===== src/rtl/fbclip_pkg.sv =====
// ----------------------------------------------------------------------------
// fbclip_pkg
// Shared widths, codes and bus types of the draw-command clipper.
// ----------------------------------------------------------------------------
package fbclip_pkg;

    // field widths
    localparam int ACT_W    = 3;
    localparam int COORD_W  = 16;
    localparam int SIZE_W   = 16;
    localparam int COLOR_W  = 32;
    localparam int SCR_W    = 13;
    localparam int STRIDE_W = 14;
    localparam int IDX_W    = 25;
    localparam int CFG_IDX_W  = 2;
    localparam int CFG_DATA_W = 14;

    // screen size limits applied on register write
    localparam int MAX_WIDTH  = 4096;
    localparam int MAX_HEIGHT = 4096;

    // stream payload widths
    localparam int IN_DATA_W  = 4 * COORD_W + 2 * SIZE_W + COLOR_W;
    localparam int OUT_RAW_W  = IDX_W + STRIDE_W + SCR_W + COLOR_W;
    localparam int OUT_DATA_W = ((OUT_RAW_W + 7) / 8) * 8;

    // command codes
    typedef enum logic [ACT_W-1:0] {
        ACT_PIXEL   = 3'd0,
        ACT_HLINE   = 3'd1,
        ACT_VLINE   = 3'd2,
        ACT_OUTLINE = 3'd3,
        ACT_FILL    = 3'd4,
        ACT_CLEAR   = 3'd5
    } t_action;

    // register indexes
    typedef enum logic [CFG_IDX_W-1:0] {
        REG_ENABLED    = 2'd0,
        REG_SCR_WIDTH  = 2'd1,
        REG_SCR_HEIGHT = 2'd2,
        REG_STRIDE     = 2'd3
    } t_cfg_reg;

    // register file contents
    typedef struct packed {
        logic                enabled;
        logic [SCR_W-1:0]    scr_width;
        logic [SCR_W-1:0]    scr_height;
        logic [STRIDE_W-1:0] stride;
    } t_cfg;

    // clipped span before address generation
    typedef struct packed {
        logic                drawn;
        logic                last;
        logic [SCR_W-1:0]    x0;
        logic [SCR_W-1:0]    y0;
        logic [STRIDE_W-1:0] width;
        logic [SCR_W-1:0]    rows;
        logic [COLOR_W-1:0]  color;
    } t_span;

endpackage


===== src/rtl/fbclip_cfg.sv =====
// ----------------------------------------------------------------------------
// fbclip_cfg
// Configuration registers with screen size saturation.
// ----------------------------------------------------------------------------
module fbclip_cfg (
    input  logic                              i_clk,
    input  logic                              i_rst_n,
    input  logic                              i_cfg_valid,
    output logic                              o_cfg_ready,
    input  logic [fbclip_pkg::CFG_IDX_W-1:0]  i_cfg_index,
    input  logic [fbclip_pkg::CFG_DATA_W-1:0] i_cfg_data,
    output fbclip_pkg::t_cfg                  o_cfg
);
    import fbclip_pkg::*;

    t_cfg r_cfg;

    assign o_cfg_ready = 1'b1;
    assign o_cfg       = r_cfg;

    // register write, sizes saturated to the screen limits
    always_ff @(posedge i_clk) begin
        if (!i_rst_n) begin
            r_cfg <= '0;
        end else if (i_cfg_valid) begin
            unique case (t_cfg_reg'(i_cfg_index))
                REG_ENABLED: begin
                    r_cfg.enabled <= i_cfg_data[0];
                end
                REG_SCR_WIDTH: begin
                    if (int'(i_cfg_data[SCR_W-1:0]) > MAX_WIDTH)
                        r_cfg.scr_width <= SCR_W'(MAX_WIDTH);
                    else
                        r_cfg.scr_width <= i_cfg_data[SCR_W-1:0];
                end
                REG_SCR_HEIGHT: begin
                    if (int'(i_cfg_data[SCR_W-1:0]) > MAX_HEIGHT)
                        r_cfg.scr_height <= SCR_W'(MAX_HEIGHT);
                    else
                        r_cfg.scr_height <= i_cfg_data[SCR_W-1:0];
                end
                REG_STRIDE: begin
                    r_cfg.stride <= i_cfg_data[STRIDE_W-1:0];
                end
                default: begin
                    r_cfg <= r_cfg;
                end
            endcase
        end
    end

endmodule


===== src/rtl/fbclip_clip.sv =====
// ----------------------------------------------------------------------------
// fbclip_clip
// Command register, outline span sequencer and screen clipping stage.
// ----------------------------------------------------------------------------
module fbclip_clip (
    input  logic                               i_clk,
    input  logic                               i_rst_n,
    input  fbclip_pkg::t_cfg                   i_cfg,
    input  logic                               i_valid,
    output logic                               o_ready,
    input  logic [fbclip_pkg::ACT_W-1:0]       i_action,
    input  logic [fbclip_pkg::IN_DATA_W-1:0]   i_data,
    output logic                               o_valid,
    input  logic                               i_ready,
    output fbclip_pkg::t_span                  o_span
);
    import fbclip_pkg::*;

    // signed work width: holds a corner plus a full rectangle size
    localparam int CW = COORD_W + 3;
    localparam logic signed [CW-1:0] ONE  = CW'(1);
    localparam logic signed [CW-1:0] ZERO = '0;

    // command register
    logic                r_in_v;
    logic [ACT_W-1:0]    r_action;
    logic [COORD_W-1:0]  r_pos_x, r_pos_y, r_end_x, r_end_y;
    logic [SIZE_W-1:0]   r_rect_w, r_rect_h;
    logic [COLOR_W-1:0]  r_color;
    logic [1:0]          r_idx;

    // clip stage register
    logic  r_clip_v;
    t_span r_clip;
    t_span n_clip;

    logic clip_rdy, in_adv, last_span, take;

    logic signed [CW-1:0] px, py, ex, ey, rw, rh, xr, yb;
    logic signed [CW-1:0] bx0, by0, bx1, by1;
    logic signed [CW-1:0] wmax, hmax, cx0, cy0, cx1, cy1, dx, dy;
    logic rect_nz, box_ok, box_hit, is_clear;

    // handshake
    assign last_span = (r_action != ACT_OUTLINE) || (r_idx == 2'd3);
    assign clip_rdy  = !r_clip_v || i_ready;
    assign in_adv    = r_in_v && clip_rdy;
    assign o_ready   = !r_in_v || (in_adv && last_span);
    assign take      = i_valid && o_ready;
    assign o_valid   = r_clip_v;
    assign o_span    = r_clip;

    // command register and span counter
    always_ff @(posedge i_clk) begin
        if (!i_rst_n) begin
            r_in_v <= 1'b0;
            r_idx  <= 2'd0;
        end else if (take) begin
            r_in_v <= 1'b1;
            r_idx  <= 2'd0;
        end else if (in_adv && last_span) begin
            r_in_v <= 1'b0;
        end else if (in_adv) begin
            r_idx <= r_idx + 2'd1;
        end
    end

    always_ff @(posedge i_clk) begin
        if (take) begin
            r_action <= i_action;
            r_pos_x  <= i_data[0*COORD_W +: COORD_W];
            r_pos_y  <= i_data[1*COORD_W +: COORD_W];
            r_end_x  <= i_data[2*COORD_W +: COORD_W];
            r_end_y  <= i_data[3*COORD_W +: COORD_W];
            r_rect_w <= i_data[4*COORD_W +: SIZE_W];
            r_rect_h <= i_data[4*COORD_W+SIZE_W +: SIZE_W];
            r_color  <= i_data[4*COORD_W+2*SIZE_W +: COLOR_W];
        end
    end

    // operands extended to the work width
    assign px = {{(CW-COORD_W){r_pos_x[COORD_W-1]}}, r_pos_x};
    assign py = {{(CW-COORD_W){r_pos_y[COORD_W-1]}}, r_pos_y};
    assign ex = {{(CW-COORD_W){r_end_x[COORD_W-1]}}, r_end_x};
    assign ey = {{(CW-COORD_W){r_end_y[COORD_W-1]}}, r_end_y};
    assign rw = {{(CW-SIZE_W){1'b0}}, r_rect_w};
    assign rh = {{(CW-SIZE_W){1'b0}}, r_rect_h};
    assign xr = px + rw - ONE;
    assign yb = py + rh - ONE;
    assign rect_nz = (r_rect_w != '0) && (r_rect_h != '0);

    // inclusive box of the current span, endpoints ordered
    always_comb begin
        bx0      = px;
        by0      = py;
        bx1      = px;
        by1      = py;
        box_ok   = 1'b1;
        is_clear = 1'b0;
        unique case (r_action)
            ACT_PIXEL: begin
                box_ok = 1'b1;
            end
            ACT_HLINE: begin
                if (px > ex) begin
                    bx0 = ex;
                    bx1 = px;
                end else begin
                    bx1 = ex;
                end
            end
            ACT_VLINE: begin
                if (py > ey) begin
                    by0 = ey;
                    by1 = py;
                end else begin
                    by1 = ey;
                end
            end
            ACT_OUTLINE: begin
                box_ok = rect_nz;
                // sides in the order top, bottom, left, right
                case (r_idx)
                    2'd0: begin
                        bx1 = xr;
                    end
                    2'd1: begin
                        bx1 = xr;
                        by0 = yb;
                        by1 = yb;
                    end
                    2'd2: begin
                        by1 = yb;
                    end
                    default: begin
                        bx0 = xr;
                        bx1 = xr;
                        by1 = yb;
                    end
                endcase
            end
            ACT_FILL: begin
                bx1    = xr;
                by1    = yb;
                box_ok = rect_nz;
            end
            ACT_CLEAR: begin
                is_clear = 1'b1;
            end
            default: begin
                box_ok = 1'b0;
            end
        endcase
    end

    // clamp against the screen
    assign wmax = {{(CW-SCR_W){1'b0}}, i_cfg.scr_width} - ONE;
    assign hmax = {{(CW-SCR_W){1'b0}}, i_cfg.scr_height} - ONE;
    assign cx0  = (bx0 < ZERO) ? ZERO : bx0;
    assign cy0  = (by0 < ZERO) ? ZERO : by0;
    assign cx1  = (bx1 > wmax) ? wmax : bx1;
    assign cy1  = (by1 > hmax) ? hmax : by1;
    assign dx   = cx1 - cx0;
    assign dy   = cy1 - cy0;
    assign box_hit = (cx0 <= cx1) && (cy0 <= cy1);

    // span fields for the next stage
    always_comb begin
        n_clip.last  = last_span;
        n_clip.color = r_color;
        if (is_clear) begin
            n_clip.drawn = i_cfg.enabled && (i_cfg.stride != '0)
                           && (i_cfg.scr_height != '0);
            n_clip.x0    = '0;
            n_clip.y0    = '0;
            n_clip.width = i_cfg.stride;
            n_clip.rows  = i_cfg.scr_height;
        end else begin
            n_clip.drawn = i_cfg.enabled && box_ok && box_hit;
            n_clip.x0    = cx0[SCR_W-1:0];
            n_clip.y0    = cy0[SCR_W-1:0];
            n_clip.width = dx[STRIDE_W-1:0] + STRIDE_W'(1);
            n_clip.rows  = dy[SCR_W-1:0] + SCR_W'(1);
        end
    end

    // clip stage register
    always_ff @(posedge i_clk) begin
        if (!i_rst_n) begin
            r_clip_v <= 1'b0;
        end else if (clip_rdy) begin
            r_clip_v <= r_in_v;
        end
    end

    always_ff @(posedge i_clk) begin
        if (clip_rdy) begin
            r_clip <= n_clip;
        end
    end

endmodule


===== src/rtl/fbclip_addr.sv =====
// ----------------------------------------------------------------------------
// fbclip_addr
// Start index generation (row times stride plus column) and result register.
// ----------------------------------------------------------------------------
module fbclip_addr (
    input  logic                               i_clk,
    input  logic                               i_rst_n,
    input  fbclip_pkg::t_cfg                   i_cfg,
    input  logic                               i_valid,
    output logic                               o_ready,
    input  fbclip_pkg::t_span                  i_span,
    output logic                               o_valid,
    input  logic                               i_ready,
    output logic [fbclip_pkg::OUT_DATA_W-1:0]  o_data,
    output logic                               o_drawn,
    output logic                               o_last
);
    import fbclip_pkg::*;

    localparam int PROD_W = SCR_W + STRIDE_W;

    logic                r_v;
    logic [IDX_W-1:0]    r_start;
    logic [STRIDE_W-1:0] r_width;
    logic [SCR_W-1:0]    r_rows;
    logic [COLOR_W-1:0]  r_color;
    logic                r_drawn;
    logic                r_last;

    logic [PROD_W-1:0]   prod;
    logic [IDX_W-1:0]    n_start;

    assign o_ready = !r_v || i_ready;

    // pixel index, wrapped to the index width
    assign prod    = PROD_W'(i_span.y0) * PROD_W'(i_cfg.stride);
    assign n_start = IDX_W'(prod + PROD_W'(i_span.x0));

    // result register
    always_ff @(posedge i_clk) begin
        if (!i_rst_n) begin
            r_v <= 1'b0;
        end else if (o_ready) begin
            r_v <= i_valid;
        end
    end

    // a span that is not drawn carries zeros
    always_ff @(posedge i_clk) begin
        if (o_ready) begin
            r_drawn <= i_span.drawn;
            r_last  <= i_span.last;
            r_start <= i_span.drawn ? n_start      : '0;
            r_width <= i_span.drawn ? i_span.width : '0;
            r_rows  <= i_span.drawn ? i_span.rows  : '0;
            r_color <= i_span.drawn ? i_span.color : '0;
        end
    end

    assign o_valid = r_v;
    assign o_drawn = r_drawn;
    assign o_last  = r_last;
    assign o_data  = {{(OUT_DATA_W-OUT_RAW_W){1'b0}}, r_color, r_rows, r_width, r_start};

endmodule


===== src/rtl/framebuffer_draw_clipper_top.sv =====
// ----------------------------------------------------------------------------
// framebuffer_draw_clipper_top
// Draw-command clipper: turns pixel, line, rectangle and clear commands into
// clipped fill spans (start index, width, rows, color).
// ----------------------------------------------------------------------------
//  channel  dir  handshake                       payload
//  s_axis   in   s_axis_tvalid / s_axis_tready   tuser: action, tdata: command
//  m_axis   out  m_axis_tvalid / m_axis_tready   tuser: drawn, tlast: last, tdata: span
//  cfg      in   i_cfg_valid / o_cfg_ready       i_cfg_index, i_cfg_data
//
// One command beat per cycle when the span stream does not stall; an outline
// holds the command register for four spans. Each command beat passes the
// command register, clip register and result register (the stride multiply).
// s_axis_tready is high when the command register is empty or its last span
// moves on; an outline blocks new commands during its first three spans.
// Reset is synchronous, active low, and clears the valid flags and the
// configuration registers to 0.
// ----------------------------------------------------------------------------
module framebuffer_draw_clipper_top (
    input  logic                               i_clk,
    input  logic                               i_rst_n,
    // command stream
    input  logic                               s_axis_tvalid,
    output logic                               s_axis_tready,
    // action
    input  logic [fbclip_pkg::ACT_W-1:0]       s_axis_tuser,
    // pos_x, pos_y, end_x, end_y, rect_width, rect_height, color
    input  logic [fbclip_pkg::IN_DATA_W-1:0]   s_axis_tdata,
    // span stream
    output logic                               m_axis_tvalid,
    input  logic                               m_axis_tready,
    // drawn
    output logic                               m_axis_tuser,
    output logic                               m_axis_tlast,
    // start_index, span_width, span_rows, span_color, zero pad
    output logic [fbclip_pkg::OUT_DATA_W-1:0]  m_axis_tdata,
    // configuration writes
    input  logic                               i_cfg_valid,
    output logic                               o_cfg_ready,
    input  logic [fbclip_pkg::CFG_IDX_W-1:0]   i_cfg_index,
    input  logic [fbclip_pkg::CFG_DATA_W-1:0]  i_cfg_data
);
    import fbclip_pkg::*;

    t_cfg  cfg;
    t_span span;
    logic  span_valid;
    logic  span_ready;

    // register file
    fbclip_cfg u_cfg (
        .i_clk       (i_clk),
        .i_rst_n     (i_rst_n),
        .i_cfg_valid (i_cfg_valid),
        .o_cfg_ready (o_cfg_ready),
        .i_cfg_index (i_cfg_index),
        .i_cfg_data  (i_cfg_data),
        .o_cfg       (cfg)
    );

    // command register, sequencer and clipping
    fbclip_clip u_clip (
        .i_clk    (i_clk),
        .i_rst_n  (i_rst_n),
        .i_cfg    (cfg),
        .i_valid  (s_axis_tvalid),
        .o_ready  (s_axis_tready),
        .i_action (s_axis_tuser),
        .i_data   (s_axis_tdata),
        .o_valid  (span_valid),
        .i_ready  (span_ready),
        .o_span   (span)
    );

    // index generation and result register
    fbclip_addr u_addr (
        .i_clk   (i_clk),
        .i_rst_n (i_rst_n),
        .i_cfg   (cfg),
        .i_valid (span_valid),
        .o_ready (span_ready),
        .i_span  (span),
        .o_valid (m_axis_tvalid),
        .i_ready (m_axis_tready),
        .o_data  (m_axis_tdata),
        .o_drawn (m_axis_tuser),
        .o_last  (m_axis_tlast)
    );

endmodule


===== config.mk =====
export PLATFORM = sky130hd
export DESIGN_NAME = framebuffer_draw_clipper_top
export DESIGN_NICKNAME = d
export VERILOG_FILES = /design/src/rtl/fbclip_pkg.sv /design/src/rtl/fbclip_cfg.sv /design/src/rtl/fbclip_clip.sv /design/src/rtl/fbclip_addr.sv /design/src/rtl/framebuffer_draw_clipper_top.sv
export SDC_FILE = /design/constraint.sdc
export NUM_CORES = 1
export LEC_CHECK = 0
export ABC_CLOCK_PERIOD_IN_PS = 10580
export CAP_MARGIN = 30
export CORE_ASPECT_RATIO = 0.8
export CORE_MARGIN = 4
export CORE_UTILIZATION = 50
export CTS_BUF_LIST = sky130_fd_sc_hd__clkbuf_8
export DETAILED_ROUTE_END_ITERATION = 16
export DONT_BUFFER_PORTS = 1
export PLACE_DENSITY = 0.71
export SKIP_LAST_GASP = 1
export SYNTH_ARGS = -nofsm -noshare
export SYNTH_HDL_FRONTEND = slang
export SYNTH_SLANG_ARGS = --single-unit

===== constraint.sdc =====
create_clock -name i_clk -period 10.58 [get_ports i_clk]
set_input_delay 2.645 -clock i_clk [delete_from_list [all_inputs] [get_ports i_clk]]
set_output_delay 2.645 -clock i_clk [all_outputs]
set_load 0.005 [all_outputs]

==> metrics.yaml <==
status: "finished, final reports clean"
min_to: "u_clip.o_span[18]"
netlist_area_mm2: 0.0280
hp-class: "flip-flop to flip-flop"
post_synth.cell_area_avg_um2: 9.76
critPathLaunchType: "flip-flop"
drive_gt1_share_pct: 5.20
clock-sinks: 350
fmax_mhz: 115
rows: 77
ant_nets: 0
layout.cells.non_filler: 3643
p_leak_uw: 0.0130
grt-ovfl-total: 0
worstMarginPinSlew_ns: 0.963
p_comb_share_pct: 33.5
routabilityCongestion: 0.920
cts_max_level: 2
r2r_cells: 36
p_sw_uw: 1580
clk_path_buf_depth: 3
ys_seq_elements: 350
dp_cells: 3526
async_flop_share_pct: 0
relSlewSlack_pct: 35.1
dr.pass1.iters: 8
clkPwrFrac_pct: 27.5
slew_violations: 0
finalCritPeriodShare_pct: 82.1
cts_root_buffer: "clkbuf_8"
numCtsBuffers: 58
ys_seq_area_share_pct: 35.9
grtUsageTotal_pct: 25.3
tritoncts: "yes"
viasPerCell: 5.85
setup_viol: 0
vias: 21300
rrSetupSlack_ns: 1.90
timing.hold.ws_ns: 0.419
synth_edf_count: 304
first_iter_violations: 1977
fillers: 4903
switching_share_pct: 34.9
ys_warn_count: 0
syn_inst: 2870
die_height_um: 220
finClkSkew_ns: 0.0621
grt_max_degree: 86
powerDensity_mw_per_mm2: 151
ys.flop_type: "edfxtp_1"
r2r_start: "u_clip.r_rect_h[0]"
core_mm2: 0.0553
grt_pass1_wl_um: 119000
intPower_uw: 2940
wire_per_inst_um: 21.1
initial_core_util_pct: 50.7
cpPeakStageDelay_ns: 0.59
peakVddDrop_uv: 103
antenna_found_initial: 6
cpMostUsedCell: "o21ai_0"
crit_path_top_delay_cell: "a222oi_1"
hp-start: "u_clip.r_color[18]"
grt_pass1_vias: 20900
critical_path.endpoint_type: "flip-flop"
cts_setup_buffers: 0
fp.dieW_um: 273
min_path_cells: 0
drt_wl_total_um: 76800
ctsHoldBuffers: 0
die_area_mm2: 0.0599
area_growth_pct: 6.68
setup_tns_ns: 0
crit_required_ns: 11.06
clk_latency_ns: 0.71
hold_viol: 0
max-cap-violations: 0
crit_arrival_ns: 9.16
crit_path_max_fanout: 26
ys_types: 93
period_minus_slack_ns: 8.68
numPortBuffers: 0
path_clk_slew_ns: 0.07
path_class: "flip-flop to flip-flop"
cts_resized: 0
fin_util_pct: 54.0
rsz0062_at_grt: "false"
drc_errors: 0
layout.nets: 3409
r2r_end: "u_clip.o_span[43]"
place_hpwl_um: 59500
pin_count: 245
seqPwrFrac_pct: 39.0
cell type report:
cell class	instances	area [um^2]	share of cell area, %
inverters	291	1090	3.66
repair buffers	18	155	0.519
clock inverters	48	377	1.26
diodes	10	25.0	0.0837
well taps	750	938	3.14
multi-input cells	2118	16400	55.0
clock buffers	58	798	2.67
flip-flops and latches	350	10000	33.6
worst max-delay path by stage:
stage                     slack, ns  cells past startpoint                end          startpoint
final                          1.90                     36  u_clip.o_span[43]  u_clip.r_rect_h[0]
after global routing           1.32                     36  u_clip.o_span[43]  u_clip.r_rect_h[0]
after CTS                      1.98                     36  u_clip.o_span[43]  u_clip.r_rect_h[0]
after detailed placement       2.02                     34  u_clip.o_span[43]   u_clip.r_pos_y[2]
after global placement         2.34                     34  u_clip.o_span[43]   u_clip.r_pos_y[2]
after floorplan                2.98                     34  u_clip.o_span[43]   u_clip.r_pos_y[2]
per-layer routing:
layer / vias to the layer above / part of all wire, % / GRT usage, %
met5: - / 0.11 / 0
met4: 8 / 2.5 / 6.77
met3: 120 / 7.7 / 5.70
met2: 796 / 45 / 40.2
met1: 10400 / 45 / 35.2
li1: 10000 / - / -
power groups by stage:
stage          clock (uW)  sequential (uW)  combinational (uW)
2_1_floorplan           0             1730                1150
3_3_place_gp            0             1780                1450
3_5_place_dp            0             1790                1480
4_1_cts              1280             1760                1490
5_1_grt              1340             1770                1690
6_report             1240             1760                1510
state kept, by name, indices dropped and copies added (netlist names):
| name | count |
|---|---|
| u_addr.r_color | 32 |
| u_addr.o_drawn | 1 |
| u_clip.r_end_x | 16 |
| u_clip.r_action | 3 |
| u_clip.o_span | 87 |
| u_clip.o_valid | 1 |
| u_addr.o_valid | 1 |
| u_clip.r_in_v | 1 |
| u_clip.r_rect_h | 16 |
| u_addr.r_start | 25 |
| u_clip.r_rect_w | 16 |
| u_addr.r_width | 14 |
| u_addr.o_last | 1 |
| u_clip.r_pos_x | 16 |
| u_clip.r_idx | 2 |
| u_addr.r_rows | 13 |
| u_clip.r_end_y | 16 |
| u_cfg.o_cfg | 41 |
| u_clip.r_color | 32 |
| u_clip.r_pos_y | 16 |
critical path, delay by kind of cell (launching register included):
kind	cells	cell delay, ns
AO/OA/AOI/OAI	16	3.91
adder cells (fa/ha/maj)	6	1.67
AND/OR/NAND/NOR	7	1.39
buffers and inverters	5	0.61
flip-flops	1	0.42
multiplexers	1	0.26
XOR/XNOR	1	0.24
per-stage QoR:
stage / setup slack (ns) / power (uW) / cell area [um^2]
after floorplan: 2.98 / 2880 / 28000
after global placement: 2.34 / 3230 / 28700
after detailed placement: 2.02 / 3270 / 28700
after CTS: 1.98 / 4530 / 29800
after global routing: 1.32 / 4810 / 29900
final: 1.90 / 4520 / 29900
cell usage after synthesis (all sizes together) (6+ instances only):
cell type	count	area share [%]
a2111oi	7	0.25
a211oi	15	0.42
a21boi	57	1.5
a21o	38	1.0
a21oi	160	2.9
a221o	6	0.21
a221oi	11	0.41
a222oi	6	0.21
a22oi	19	0.51
a311oi	6	0.21
a31oi	12	0.27
and2	165	3.7
and3	16	0.36
buf	20	0.39
clkbuf	94	1.3
dfxtp	46	3.3
edfxtp	304	33
fa	144	10
ha	276	12
inv	288	3.9
mux2	7	0.28
mux2i	21	0.75
nand2	335	4.5
nand2b	19	0.42
nand3	24	0.43
nand4	27	0.60
nor2	161	2.2
nor2b	42	0.94
nor3	39	0.70
nor3b	10	0.27
nor4	19	0.45
o211ai	7	0.19
o21a	36	0.96
o21ai	128	2.3
o21bai	13	0.36
o221ai	16	0.52
o22ai	21	0.47
o31a	6	0.19
o31ai	13	0.42
or2	20	0.45
or3	11	0.25
or4	7	0.19
xnor2	79	2.5
xor2	40	1.3
cell families after synthesis:
logic type	synth area share, %
multiplexers	1.03
AO/OA/AOI/OAI	15.2
XOR/XNOR	3.72
adder cells (fa/ha/maj)	22.6
other	0.0268
buffers and inverters	5.55
flip-flops	35.9
AND/OR/NAND/NOR	15.9
cells in the final DEF, fill, tap and decap left out, drive strengths merged, types with 42 or more instances in the layout:
| cell type | count |
|---|---|
| and2 | 165 |
| edfxtp | 304 |
| clkbuf | 58 |
| dfxtp | 46 |
| nor2 | 161 |
| ha | 276 |
| nor2b | 42 |
| nand2 | 335 |
| a21oi | 160 |
| inv | 306 |
| fa | 144 |
| xnor2 | 79 |
| a21boi | 57 |
| o21ai | 128 |
Note: power is estimated with default switching activity, not from simulation.
